## config.mk

```make
export PLATFORM = sky130hd
export DESIGN_NAME = polygon_area_statistics_top
export DESIGN_NICKNAME = d
export VERILOG_FILES = /design/src/rtl/pas_pkg.sv /design/src/rtl/polygon_area_statistics_top.sv /design/src/rtl/pas_div.sv /design/src/rtl/pas_dp.sv /design/src/rtl/pas_ctrl.sv
export SDC_FILE = /design/constraint.sdc
export NUM_CORES = 2
export LEC_CHECK = 0
export ABC_CLOCK_PERIOD_IN_PS = 10570
export CAP_MARGIN = 10
export CORE_MARGIN = 5
export CORE_UTILIZATION = 40
export CTS_CLUSTER_SIZE = 16
export DETAILED_ROUTE_END_ITERATION = 10
export DONT_BUFFER_PORTS = 1
export PLACE_DENSITY_LB_ADDON = 0.25
export SYNTH_ARGS = -nofsm -noshare
export SYNTH_HDL_FRONTEND = slang
export SYNTH_SLANG_ARGS = --single-unit
export TNS_END_PERCENT = 5
```

## constraint.sdc

```tcl
create_clock -name clk -period 10.57 [get_ports clk]
set_input_delay 1.057 -clock clk [delete_from_list [all_inputs] [get_ports clk]]
set_output_delay 1.057 -clock clk [all_outputs]
set_load 0.005 [all_outputs]
```

## src/rtl/pas_pkg.sv

```systemverilog
// ----------------------------------------------------------------------------
// pas_pkg - shared types and constants for polygon area statistics
// Fixed field widths, mode codes, register indexes and the
// controller/datapath command and status bundles.
// ----------------------------------------------------------------------------
package pas_pkg;

    localparam int VALUE_WIDTH  = 52;
    localparam int CROSS_WIDTH  = 48;
    localparam int TARGET_WIDTH = 16;
    localparam int MODE_WIDTH   = 4;
    localparam int PSEEN_WIDTH  = 16;
    localparam int CFG_WIDTH    = 16;
    localparam int CFG_IDX_W    = 1;

    localparam logic [TARGET_WIDTH-1:0] TARGET_RESET = 16'd3;

    // configuration register indexes
    localparam logic [CFG_IDX_W-1:0] REG_MODE   = 1'b0;
    localparam logic [CFG_IDX_W-1:0] REG_TARGET = 1'b1;

    // aggregation modes
    localparam logic [MODE_WIDTH-1:0] MODE_EVEN_SUM  = 4'd0;
    localparam logic [MODE_WIDTH-1:0] MODE_ODD_SUM   = 4'd1;
    localparam logic [MODE_WIDTH-1:0] MODE_MEAN      = 4'd2;
    localparam logic [MODE_WIDTH-1:0] MODE_EXACT_SUM = 4'd3;
    localparam logic [MODE_WIDTH-1:0] MODE_MAX_AREA  = 4'd4;
    localparam logic [MODE_WIDTH-1:0] MODE_MIN_AREA  = 4'd5;
    localparam logic [MODE_WIDTH-1:0] MODE_MAX_VERT  = 4'd6;
    localparam logic [MODE_WIDTH-1:0] MODE_MIN_VERT  = 4'd7;
    localparam logic [MODE_WIDTH-1:0] MODE_EVEN_CNT  = 4'd8;
    localparam logic [MODE_WIDTH-1:0] MODE_ODD_CNT   = 4'd9;
    localparam logic [MODE_WIDTH-1:0] MODE_EXACT_CNT = 4'd10;

    localparam logic STATUS_OK    = 1'b0;
    localparam logic STATUS_EMPTY = 1'b1;

    // controller -> datapath
    typedef struct packed {
        logic load_item;   // capture accepted beat
        logic mul_en;      // register the two cross products
        logic mul_close;   // products use current x first instead of prev x current
        logic acc_vertex;  // fold products, advance prev vertex and count
        logic acc_close;   // fold closing products
        logic close_poly;  // fold polygon into set aggregate
        logic div_start;   // launch mean division
        logic emit;        // load result register and clear the set
    } cmd_t;

    // datapath -> controller
    typedef struct packed {
        logic item_last;
        logic need_div;
        logic out_free;
        logic div_done;
        logic div_busy;
    } sts_t;

endpackage

```

## src/rtl/polygon_area_statistics_top.sv

```systemverilog
// ----------------------------------------------------------------------------
// polygon_area_statistics_top - shoelace polygon area statistics
// Accumulates twice the area of each polygon and folds it into a per-set
// aggregate chosen by the mode register.
// ----------------------------------------------------------------------------
// Usage:
//   Input channel (in_valid/in_ready): one beat per vertex (op = 0) with x, y
//   and last_vertex, or an end-of-set marker (op = 1). Output channel
//   (out_valid/out_ready): one beat per end-of-set marker carrying value
//   (area with one fractional bit, or a count), polygons_seen and status.
//   Config: cfg_we/cfg_addr/cfg_wdata write mode (index 0) and
//   target_vertices (index 1); write only while the block is idle.
// Sequence, from one accept to the next:
//   plain vertex: accept, multiply, accumulate; closing vertex adds the
//   closing multiply, accumulate and the fold into the set aggregate.
//   End marker: the emit step loads the result register; in the mean mode
//   the one-bit-per-cycle restoring divider (52 quotient bits) runs first.
//   out_valid is registered and is set by the emit step.
// Stall: the result register decouples the sides; vertices keep flowing
//   while a result waits. A second end marker holds in the emit step until
//   the pending result is taken.
// Reset: mode 0, target_vertices 3, all polygon and set state cleared, no
//   result pending.
// ----------------------------------------------------------------------------
module polygon_area_statistics_top #(
    parameter int COORD_WIDTH = 16,
    parameter int COUNT_WIDTH = 16
) (
    input  logic                                clk,
    input  logic                                rst_n,
    // configuration
    input  logic                                cfg_we,
    input  logic [pas_pkg::CFG_IDX_W-1:0]       cfg_addr,
    input  logic [pas_pkg::CFG_WIDTH-1:0]       cfg_wdata,
    // vertex / end-of-set beats
    input  logic                                in_valid,
    output logic                                in_ready,
    input  logic                                op,
    input  logic signed [COORD_WIDTH-1:0]       x,
    input  logic signed [COORD_WIDTH-1:0]       y,
    input  logic                                last_vertex,
    // result beats
    output logic                                out_valid,
    input  logic                                out_ready,
    output logic [pas_pkg::VALUE_WIDTH-1:0]     value,
    output logic [pas_pkg::PSEEN_WIDTH-1:0]     polygons_seen,
    output logic                                status
);

    import pas_pkg::*;

    cmd_t cmd;
    sts_t sts;

    // sequencer: owns in_ready and steps each beat through the datapath
    pas_ctrl u_ctrl (
        .clk      (clk),
        .rst_n    (rst_n),
        .in_valid (in_valid),
        .op       (op),
        .in_ready (in_ready),
        .sts      (sts),
        .cmd      (cmd)
    );

    // datapath: cross products, saturating sums, aggregate, divider, result reg
    pas_dp #(
        .COORD_WIDTH (COORD_WIDTH),
        .COUNT_WIDTH (COUNT_WIDTH)
    ) u_dp (
        .clk           (clk),
        .rst_n         (rst_n),
        .cfg_we        (cfg_we),
        .cfg_addr      (cfg_addr),
        .cfg_wdata     (cfg_wdata),
        .x             (x),
        .y             (y),
        .last_vertex   (last_vertex),
        .cmd           (cmd),
        .sts           (sts),
        .out_ready     (out_ready),
        .out_valid     (out_valid),
        .value         (value),
        .polygons_seen (polygons_seen),
        .status        (status)
    );

    // a result is only loaded into a free output slot
    a_emit_free: assert property (@(posedge clk) disable iff (!rst_n)
        cmd.emit |-> (!out_valid || out_ready))
        else $error("result loaded over a pending beat");

    // the divider only runs for a mean over a non-empty set
    a_div_need: assert property (@(posedge clk) disable iff (!rst_n)
        cmd.div_start |-> sts.need_div)
        else $error("divider started without a divisor");

    // no new beat is taken while the divider is busy
    a_ready_div: assert property (@(posedge clk) disable iff (!rst_n)
        in_ready |-> !sts.div_busy)
        else $error("input ready during division");

    // a vertex beat never produces a result on the next cycle
    a_vertex_no_emit: assert property (@(posedge clk) disable iff (!rst_n)
        (in_valid && in_ready && !op) |=> !cmd.emit)
        else $error("vertex beat produced a result");

endmodule

```

## src/rtl/pas_div.sv

```systemverilog
// ----------------------------------------------------------------------------
// pas_div - restoring divider
// One quotient bit per cycle; done pulses the cycle after the last bit.
// ----------------------------------------------------------------------------
module pas_div #(
    parameter int DIVIDEND_WIDTH = 52,
    parameter int DIVISOR_WIDTH  = 16
) (
    input  logic                      clk,
    input  logic                      rst_n,
    input  logic                      start,
    input  logic [DIVIDEND_WIDTH-1:0] dividend,
    input  logic [DIVISOR_WIDTH-1:0]  divisor,
    output logic                      busy,
    output logic                      done,
    output logic [DIVIDEND_WIDTH-1:0] quotient
);

    localparam int CNT_W = $clog2(DIVIDEND_WIDTH);
    localparam logic [CNT_W-1:0] LAST_STEP = CNT_W'(DIVIDEND_WIDTH - 1);

    logic                      busy_reg, busy_next;
    logic                      done_reg, done_next;
    logic [CNT_W-1:0]          step_reg, step_next;
    logic [DIVISOR_WIDTH-1:0]  rem_reg, rem_next;
    logic [DIVIDEND_WIDTH-1:0] quot_reg, quot_next;
    logic [DIVISOR_WIDTH:0]    rem_sh;
    logic [DIVISOR_WIDTH:0]    rem_diff;
    logic                      fits;

    assign rem_sh   = {rem_reg, quot_reg[DIVIDEND_WIDTH-1]};
    assign fits     = rem_sh >= {1'b0, divisor};
    assign rem_diff = rem_sh - {1'b0, divisor};

    always_comb
    begin
        busy_next = busy_reg;
        done_next = 1'b0;
        step_next = step_reg;
        rem_next  = rem_reg;
        quot_next = quot_reg;
        if (start)
        begin
            busy_next = 1'b1;
            step_next = '0;
            rem_next  = '0;
            quot_next = dividend;
        end
        else if (busy_reg)
        begin
            rem_next  = fits ? rem_diff[DIVISOR_WIDTH-1:0] : rem_sh[DIVISOR_WIDTH-1:0];
            quot_next = {quot_reg[DIVIDEND_WIDTH-2:0], fits};
            step_next = step_reg + 1'b1;
            if (step_reg == LAST_STEP)
            begin
                busy_next = 1'b0;
                done_next = 1'b1;
            end
        end
    end

    always_ff @(posedge clk or negedge rst_n)
    begin
        if (!rst_n)
        begin
            busy_reg <= 1'b0;
            done_reg <= 1'b0;
            step_reg <= '0;
        end
        else
        begin
            busy_reg <= busy_next;
            done_reg <= done_next;
            step_reg <= step_next;
        end
    end

    always_ff @(posedge clk)
    begin
        rem_reg  <= rem_next;
        quot_reg <= quot_next;
    end

    assign busy     = busy_reg;
    assign done     = done_reg;
    assign quotient = quot_reg;

endmodule

```

## src/rtl/pas_dp.sv

```systemverilog
// ----------------------------------------------------------------------------
// pas_dp - polygon area datapath
// Config registers, vertex and cross-product registers, set aggregate,
// mean divider and the result register.
// ----------------------------------------------------------------------------
module pas_dp #(
    parameter int COORD_WIDTH = 16,
    parameter int COUNT_WIDTH = 16
) (
    input  logic                                clk,
    input  logic                                rst_n,
    input  logic                                cfg_we,
    input  logic [pas_pkg::CFG_IDX_W-1:0]       cfg_addr,
    input  logic [pas_pkg::CFG_WIDTH-1:0]       cfg_wdata,
    input  logic signed [COORD_WIDTH-1:0]       x,
    input  logic signed [COORD_WIDTH-1:0]       y,
    input  logic                                last_vertex,
    input  pas_pkg::cmd_t                       cmd,
    output pas_pkg::sts_t                       sts,
    input  logic                                out_ready,
    output logic                                out_valid,
    output logic [pas_pkg::VALUE_WIDTH-1:0]     value,
    output logic [pas_pkg::PSEEN_WIDTH-1:0]     polygons_seen,
    output logic                                status
);

    import pas_pkg::*;

    localparam int PROD_W = 2 * COORD_WIDTH;
    localparam int DIFF_W = PROD_W + 1;
    localparam int SUM_W  = ((DIFF_W > CROSS_WIDTH) ? DIFF_W : CROSS_WIDTH) + 1;
    localparam int CMP_W  = (COUNT_WIDTH > TARGET_WIDTH) ? COUNT_WIDTH : TARGET_WIDTH;
    localparam int PS_W   = (COUNT_WIDTH > PSEEN_WIDTH) ? COUNT_WIDTH : PSEEN_WIDTH;

    localparam logic signed [SUM_W-1:0] CROSS_HI_EXT =
        SUM_W'($signed({1'b0, {(CROSS_WIDTH-1){1'b1}}}));
    localparam logic signed [SUM_W-1:0] CROSS_LO_EXT =
        SUM_W'($signed({1'b1, {(CROSS_WIDTH-1){1'b0}}}));
    localparam logic [PS_W-1:0] PSEEN_MAX = PS_W'({PSEEN_WIDTH{1'b1}});

    // config
    logic [MODE_WIDTH-1:0]   mode_reg;
    logic [TARGET_WIDTH-1:0] target_reg;

    // captured beat and products
    logic signed [COORD_WIDTH-1:0] x_reg, y_reg;
    logic                          last_reg;
    logic signed [PROD_W-1:0]      prod_a_reg, prod_b_reg;

    // polygon and set state
    logic signed [COORD_WIDTH-1:0] first_x_reg, first_y_reg, prev_x_reg, prev_y_reg;
    logic signed [CROSS_WIDTH-1:0] cross_reg;
    logic [COUNT_WIDTH-1:0]        vcount_reg, pcount_reg;
    logic [VALUE_WIDTH-1:0]        total_reg, ext_reg;
    logic                          ext_valid_reg;

    // result register
    logic                          out_valid_reg;
    logic [VALUE_WIDTH-1:0]        value_reg, value_next;
    logic [PSEEN_WIDTH-1:0]        pseen_reg, pseen_next;
    logic                          status_reg, status_next;

    // combinational
    logic signed [COORD_WIDTH-1:0] ax, ay, bx, by;
    logic signed [PROD_W-1:0]      prod_a_next, prod_b_next;
    logic signed [DIFF_W-1:0]      diff;
    logic signed [SUM_W-1:0]       sum;
    logic signed [CROSS_WIDTH-1:0] cross_sat;
    logic [CROSS_WIDTH-1:0]        cross_u, area;
    logic [VALUE_WIDTH-1:0]        area_ext, nvert_ext;
    logic                          even, exact;
    logic                          add_en, ext_en, ext_max;
    logic [VALUE_WIDTH-1:0]        add_val, ext_cand;
    logic [VALUE_WIDTH:0]          total_sum;
    logic [VALUE_WIDTH-1:0]        total_sat;
    logic                          ext_take;
    logic [PS_W-1:0]               ps_ext;
    logic                          div_busy, div_done;
    logic [VALUE_WIDTH-1:0]        quotient;

    // operand select: prev x cur while walking, cur x first when closing
    assign ax = cmd.mul_close ? x_reg       : prev_x_reg;
    assign ay = cmd.mul_close ? y_reg       : prev_y_reg;
    assign bx = cmd.mul_close ? first_x_reg : x_reg;
    assign by = cmd.mul_close ? first_y_reg : y_reg;

    assign prod_a_next = PROD_W'(ax) * PROD_W'(by);
    assign prod_b_next = PROD_W'(ay) * PROD_W'(bx);

    assign diff = DIFF_W'(prod_a_reg) - DIFF_W'(prod_b_reg);
    assign sum  = SUM_W'(cross_reg) + SUM_W'(diff);

    always_comb
    begin
        priority if (sum > CROSS_HI_EXT)
            cross_sat = CROSS_HI_EXT[CROSS_WIDTH-1:0];
        else if (sum < CROSS_LO_EXT)
            cross_sat = CROSS_LO_EXT[CROSS_WIDTH-1:0];
        else
            cross_sat = sum[CROSS_WIDTH-1:0];
    end

    // |cross| is twice the area
    assign cross_u   = cross_reg;
    assign area      = cross_u[CROSS_WIDTH-1] ? (~cross_u + 1'b1) : cross_u;
    assign area_ext  = VALUE_WIDTH'(area);
    assign nvert_ext = VALUE_WIDTH'(vcount_reg);
    assign even      = ~vcount_reg[0];
    assign exact     = CMP_W'(vcount_reg) == CMP_W'(target_reg);

    always_comb
    begin
        add_en   = 1'b0;
        add_val  = area_ext;
        ext_en   = 1'b0;
        ext_max  = 1'b1;
        ext_cand = area_ext;
        unique case (mode_reg)
            MODE_EVEN_SUM:  add_en = even;
            MODE_ODD_SUM:   add_en = ~even;
            MODE_MEAN:      add_en = 1'b1;
            MODE_EXACT_SUM: add_en = exact;
            MODE_MAX_AREA:  ext_en = 1'b1;
            MODE_MIN_AREA:
            begin
                ext_en  = 1'b1;
                ext_max = 1'b0;
            end
            MODE_MAX_VERT:
            begin
                ext_en   = 1'b1;
                ext_cand = nvert_ext;
            end
            MODE_MIN_VERT:
            begin
                ext_en   = 1'b1;
                ext_max  = 1'b0;
                ext_cand = nvert_ext;
            end
            MODE_EVEN_CNT:
            begin
                add_en  = even;
                add_val = VALUE_WIDTH'(1);
            end
            MODE_ODD_CNT:
            begin
                add_en  = ~even;
                add_val = VALUE_WIDTH'(1);
            end
            MODE_EXACT_CNT:
            begin
                add_en  = exact;
                add_val = VALUE_WIDTH'(1);
            end
            default: ;
        endcase
    end

    assign total_sum = {1'b0, total_reg} + {1'b0, add_val};
    assign total_sat = total_sum[VALUE_WIDTH] ? {VALUE_WIDTH{1'b1}} : total_sum[VALUE_WIDTH-1:0];
    assign ext_take  = !ext_valid_reg || (ext_max ? (ext_cand > ext_reg) : (ext_cand < ext_reg));

    // end-of-set answer
    assign ps_ext     = PS_W'(pcount_reg);
    assign pseen_next = (ps_ext > PSEEN_MAX) ? {PSEEN_WIDTH{1'b1}} : ps_ext[PSEEN_WIDTH-1:0];

    always_comb
    begin
        value_next  = '0;
        status_next = STATUS_OK;
        unique case (mode_reg)
            MODE_MEAN:
            begin
                if (pcount_reg == '0)
                    status_next = STATUS_EMPTY;
                else
                    value_next = quotient;
            end
            MODE_MAX_AREA, MODE_MIN_AREA, MODE_MAX_VERT, MODE_MIN_VERT:
            begin
                if (!ext_valid_reg)
                    status_next = STATUS_EMPTY;
                else
                    value_next = ext_reg;
            end
            MODE_EVEN_SUM, MODE_ODD_SUM, MODE_EXACT_SUM,
            MODE_EVEN_CNT, MODE_ODD_CNT, MODE_EXACT_CNT:
                value_next = total_reg;
            default: ;
        endcase
    end

    pas_div #(
        .DIVIDEND_WIDTH (VALUE_WIDTH),
        .DIVISOR_WIDTH  (COUNT_WIDTH)
    ) u_div (
        .clk      (clk),
        .rst_n    (rst_n),
        .start    (cmd.div_start),
        .dividend (total_reg),
        .divisor  (pcount_reg),
        .busy     (div_busy),
        .done     (div_done),
        .quotient (quotient)
    );

    // state with defined reset
    always_ff @(posedge clk or negedge rst_n)
    begin
        if (!rst_n)
        begin
            mode_reg      <= MODE_EVEN_SUM;
            target_reg    <= TARGET_RESET;
            first_x_reg   <= '0;
            first_y_reg   <= '0;
            prev_x_reg    <= '0;
            prev_y_reg    <= '0;
            cross_reg     <= '0;
            vcount_reg    <= '0;
            pcount_reg    <= '0;
            total_reg     <= '0;
            ext_reg       <= '0;
            ext_valid_reg <= 1'b0;
            out_valid_reg <= 1'b0;
        end
        else
        begin
            if (cfg_we)
            begin
                unique case (cfg_addr)
                    REG_MODE:   mode_reg   <= cfg_wdata[MODE_WIDTH-1:0];
                    REG_TARGET: target_reg <= cfg_wdata[TARGET_WIDTH-1:0];
                endcase
            end

            if (cmd.acc_vertex)
            begin
                if (vcount_reg == '0)
                begin
                    first_x_reg <= x_reg;
                    first_y_reg <= y_reg;
                    cross_reg   <= '0;
                end
                else
                    cross_reg <= cross_sat;
                prev_x_reg <= x_reg;
                prev_y_reg <= y_reg;
                if (vcount_reg != {COUNT_WIDTH{1'b1}})
                    vcount_reg <= vcount_reg + 1'b1;
            end

            if (cmd.acc_close)
                cross_reg <= cross_sat;

            if (cmd.close_poly)
            begin
                if (pcount_reg != {COUNT_WIDTH{1'b1}})
                    pcount_reg <= pcount_reg + 1'b1;
                if (add_en)
                    total_reg <= total_sat;
                if (ext_en)
                begin
                    ext_valid_reg <= 1'b1;
                    if (ext_take)
                        ext_reg <= ext_cand;
                end
                cross_reg  <= '0;
                vcount_reg <= '0;
            end

            if (cmd.emit)
            begin
                out_valid_reg <= 1'b1;
                cross_reg     <= '0;
                vcount_reg    <= '0;
                pcount_reg    <= '0;
                total_reg     <= '0;
                ext_reg       <= '0;
                ext_valid_reg <= 1'b0;
            end
            else if (out_ready)
                out_valid_reg <= 1'b0;
        end
    end

    // payload registers
    always_ff @(posedge clk)
    begin
        if (cmd.load_item)
        begin
            x_reg    <= x;
            y_reg    <= y;
            last_reg <= last_vertex;
        end
        if (cmd.mul_en)
        begin
            prod_a_reg <= prod_a_next;
            prod_b_reg <= prod_b_next;
        end
        if (cmd.emit)
        begin
            value_reg  <= value_next;
            pseen_reg  <= pseen_next;
            status_reg <= status_next;
        end
    end

    assign sts.item_last = last_reg;
    assign sts.need_div  = (mode_reg == MODE_MEAN) && (pcount_reg != '0);
    assign sts.out_free  = !out_valid_reg || out_ready;
    assign sts.div_done  = div_done;
    assign sts.div_busy  = div_busy;

    assign out_valid     = out_valid_reg;
    assign value         = value_reg;
    assign polygons_seen = pseen_reg;
    assign status        = status_reg;

endmodule

```

## src/rtl/pas_ctrl.sv

```systemverilog
// ----------------------------------------------------------------------------
// pas_ctrl - sequencer for polygon area statistics
// Steps each beat through multiply, accumulate, close, divide and emit.
// ----------------------------------------------------------------------------
module pas_ctrl (
    input  logic          clk,
    input  logic          rst_n,
    input  logic          in_valid,
    input  logic          op,
    output logic          in_ready,
    input  pas_pkg::sts_t sts,
    output pas_pkg::cmd_t cmd
);

    import pas_pkg::*;

    typedef enum logic [7:0] {
        ST_IDLE  = 8'b0000_0001,
        ST_MUL   = 8'b0000_0010,
        ST_ACC   = 8'b0000_0100,
        ST_MUL_C = 8'b0000_1000,
        ST_ACC_C = 8'b0001_0000,
        ST_CLOSE = 8'b0010_0000,
        ST_DIV   = 8'b0100_0000,
        ST_EMIT  = 8'b1000_0000
    } state_t;

    state_t state_reg, state_next;

    always_comb
    begin
        state_next = state_reg;
        cmd        = '0;
        in_ready   = 1'b0;
        unique case (state_reg)
            ST_IDLE:
            begin
                in_ready = 1'b1;
                if (in_valid)
                begin
                    cmd.load_item = 1'b1;
                    if (!op)
                        state_next = ST_MUL;
                    else if (sts.need_div)
                    begin
                        cmd.div_start = 1'b1;
                        state_next    = ST_DIV;
                    end
                    else
                        state_next = ST_EMIT;
                end
            end
            ST_MUL:
            begin
                cmd.mul_en = 1'b1;
                state_next = ST_ACC;
            end
            ST_ACC:
            begin
                cmd.acc_vertex = 1'b1;
                state_next     = sts.item_last ? ST_MUL_C : ST_IDLE;
            end
            ST_MUL_C:
            begin
                cmd.mul_en    = 1'b1;
                cmd.mul_close = 1'b1;
                state_next    = ST_ACC_C;
            end
            ST_ACC_C:
            begin
                cmd.acc_close = 1'b1;
                state_next    = ST_CLOSE;
            end
            ST_CLOSE:
            begin
                cmd.close_poly = 1'b1;
                state_next     = ST_IDLE;
            end
            ST_DIV:
            begin
                if (sts.div_done)
                    state_next = ST_EMIT;
            end
            ST_EMIT:
            begin
                if (sts.out_free)
                begin
                    cmd.emit   = 1'b1;
                    state_next = ST_IDLE;
                end
            end
            default:
                state_next = ST_IDLE;
        endcase
    end

    always_ff @(posedge clk or negedge rst_n)
    begin
        if (!rst_n)
            state_reg <= ST_IDLE;
        else
            state_reg <= state_next;
    end

endmodule

```

==> flow_metrics.tcl <==
set metrics [dict create \
    crit_top_cell "fa_1" \
    ir_worst_vdd_mv 0.1065 \
    cp_num_buf_inv 4 \
    die_width_microns 365.6 \
    netlist_instances 5491 \
    cts_resized 0 \
    first_global_vias 38832 \
    avgViaCountPerCell 5.305 \
    area_delta_synth_final_pct 8.370 \
    worstSetupEndpointType "register" \
    synth.distinct_cells 95 \
    vias 37927 \
    cts.path.max_buffers 3 \
    grt_pass1_wl_mm 224.7 \
    post_cts_buffers 0 \
    cp.depth 28 \
    grt-busiest-layer "met2" \
    synth_area_per_cell_sq_um 9.210 \
    wl_mm 141.9 \
    cp_max_fo 22 \
    coreArea_sq_um 125600 \
    max_slew.worst_pin.slew_ns 1.171 \
    numCtsBuffers 67 \
    setup_violations 0 \
    rows 130 \
    htreeDepth 3 \
    tritoncts "built" \
    finalHoldViolCount 0 \
    syn_nets 6452 \
    nets 6406 \
    crit_family "adder cells" \
    io_buffer_count 0 \
    ys_seq_area_share_pct 27.54 \
    reg2regPathDepth 28 \
    required_ns 10.95 \
    antenna_found_initial 1 \
    finalCriticalPeriod_ns 9.209 \
    drv_cap 0 \
    overflow 0 \
    met3_usage_pct 3.111 \
    grt_use_met1_pct 29.32 \
    finalClockSkew_ns 0.03564 \
    final_layout_size_suffix_gt1_share_pct 5.511 \
    period_share_pct 87.13 \
    netlist_area_sq_um 50570 \
    drt-wirelength-per-cell_microns 19.85 \
    crit_type "reg2reg" \
    cts_hold_buffers 0 \
    yosysWarnings 0 \
    cpMaxStageDelayCell "clkinv_1" \
    grt_max_degree 283 \
    ioPinCount 127 \
    slowest_delay_ns 0.80 \
    hpwlAfterDp_mm 110.4 \
    timing.fmax_mhz 108.6 \
    numClockSinks 516 \
    clk_pin_slew_worst_paths_ns 0.06 \
    yosys_register_bits 516 \
    cts_root_buf "clkbuf_16" \
    routabilityCongestion 0.9441 \
    initial_core_util_pct 40.28 \
    outcome "complete, no violations" \
    fin_setup_tns_ns 0 \
    rsz0062_at_grt "no" \
    clock_latency_ns 0.64 \
    hold_ws_ns 0.1189 \
    drc_errors 0 \
    drtIter0Drc 2989 \
    utilization_pct 43.65 \
    cp.arrival_ns 9.59 \
    power_density_nw_per_um2 85.94 \
    synth_edf_count 218 \
    maxSlewViolCount 0 \
    die_y_microns 365.6 \
    slew_headroom_pct 19.69 \
    drt_first_pass_iters 10 \
    power.leakage_nw 27.50 \
    cp-start-kind "register" \
    hp-class "in2async" \
    grt_usage_pct 21.46 \
    grtUsageMet2_pct 35.64 \
    dieArea_sq_um 133600 \
    ys.flop_type "dfrtp_1" \
    ant_nets 0 \
    async_reset_ff_share_pct 54.65 \
]
kinds of logic after synthesis:
| family | count (synthesis) | share of synthesized area (%) |
|---|---|---|
| AOI/OAI and AO/OA | 856 | 11.57 |
| xor gates and xnor gates | 256 | 4.433 |
| adders and majority gates | 905 | 30.91 |
| buffers and inverters | 1154 | 8.666 |
| DFF | 516 | 27.54 |
| muxes | 125 | 2.598 |
| and+or+nand+nor | 1679 | 14.28 |
per-stage QoR:
stage	setup WS (ns)	cell area (sq um)	instances	total power, W
floorplan	2.323	50570	5491	0.002309
global placement	1.556	52530	7026	0.002366
detailed placement	1.482	52530	7026	0.002369
CTS	1.424	54800	7148	0.004771
global route	0.8260	54800	7148	0.004871
finish	1.361	54810	7149	0.004710
metal layers:
metal  wire length (microns)  part of all wire (%)
met3                    8617                   6.1
met1                   62390                    44
met2                   66420                    47
met4                    4501                   3.2
met5                       0                     0
cell usage in the layout (no fill, tap or decap), types with 67 or more instances in the layout:
cell / count
a21o_1: 119
a21oi_1: 258
buf_4: 68
clkbuf_16: 67
dfrtp_1: 279
edfxtp_1: 218
fa_1: 574
ha_1: 331
inv_1: 965
mux2i_1: 74
nand2_1: 800
nor2_1: 511
o21ai_0: 122
xnor2_1: 181
xor2_1: 75
final timing paths:
check / endpoint / slack [ns] / start
max reg2reg: u_dp.prod_a_reg[30] / 1.36 / u_ctrl.state_reg[0]
max: u_dp.prod_a_reg[30] / 1.36 / u_ctrl.state_reg[0]
min: u_dp.pcount_reg[8] / 0.12 / rst_n
min in group clk: u_dp.prev_y_reg[0] / 0.48 / u_dp.prev_y_reg[0]
min reg2reg: u_dp.prev_y_reg[0] / 0.48 / u_dp.prev_y_reg[0]
max in group asynchronous: u_dp.first_y_reg[7] / 9.73 / rst_n
Yosys cell counts (46+ instances only):
cell / n / area share (%)
dfrtp_1: 279 / 14
a21oi_1: 261 / 2.6
o21ai_0: 122 / 1.2
ha_1: 331 / 8.2
edfxtp_1: 218 / 13
nand2_1: 800 / 5.9
inv_1: 965 / 7.2
fa_1: 574 / 23
nor2_1: 514 / 3.8
xnor2_1: 181 / 3.1
nand4_1: 55 / 0.68
xor2_1: 75 / 1.3
clkbuf_1: 144 / 1.1
nand3_1: 46 / 0.46
a21o_1: 119 / 1.8
a222oi_1: 48 / 0.95
mux2_2: 50 / 1.1
nor3_1: 47 / 0.47
mux2i_1: 75 / 1.5
report_power, final:
group	internal [W]	switching (W)	total, W	leakage (nW)
Combinational	0.0000871	0.000129	0.000217	20.9
Sequential	0.00210	0.0000150	0.00211	5.50
Clock	0.00142	0.000957	0.00238	1.09
final cells by class:
| class | instances | area (sq um) |
|---|---|---|
| multi-input combinational | 3821 | 32360 |
| antenna | 1 | 2.502 |
| inverter | 970 | 3643 |
| timing repair buffer | 69 | 530.5 |
| tap | 1650 | 2064 |
| clock buffer | 80 | 1755 |
| fill | 12236 | 70760 |
| sequential | 516 | 13930 |
| clock inverter | 42 | 519.2 |
Note: power is estimated with default switching activity, not from simulation.
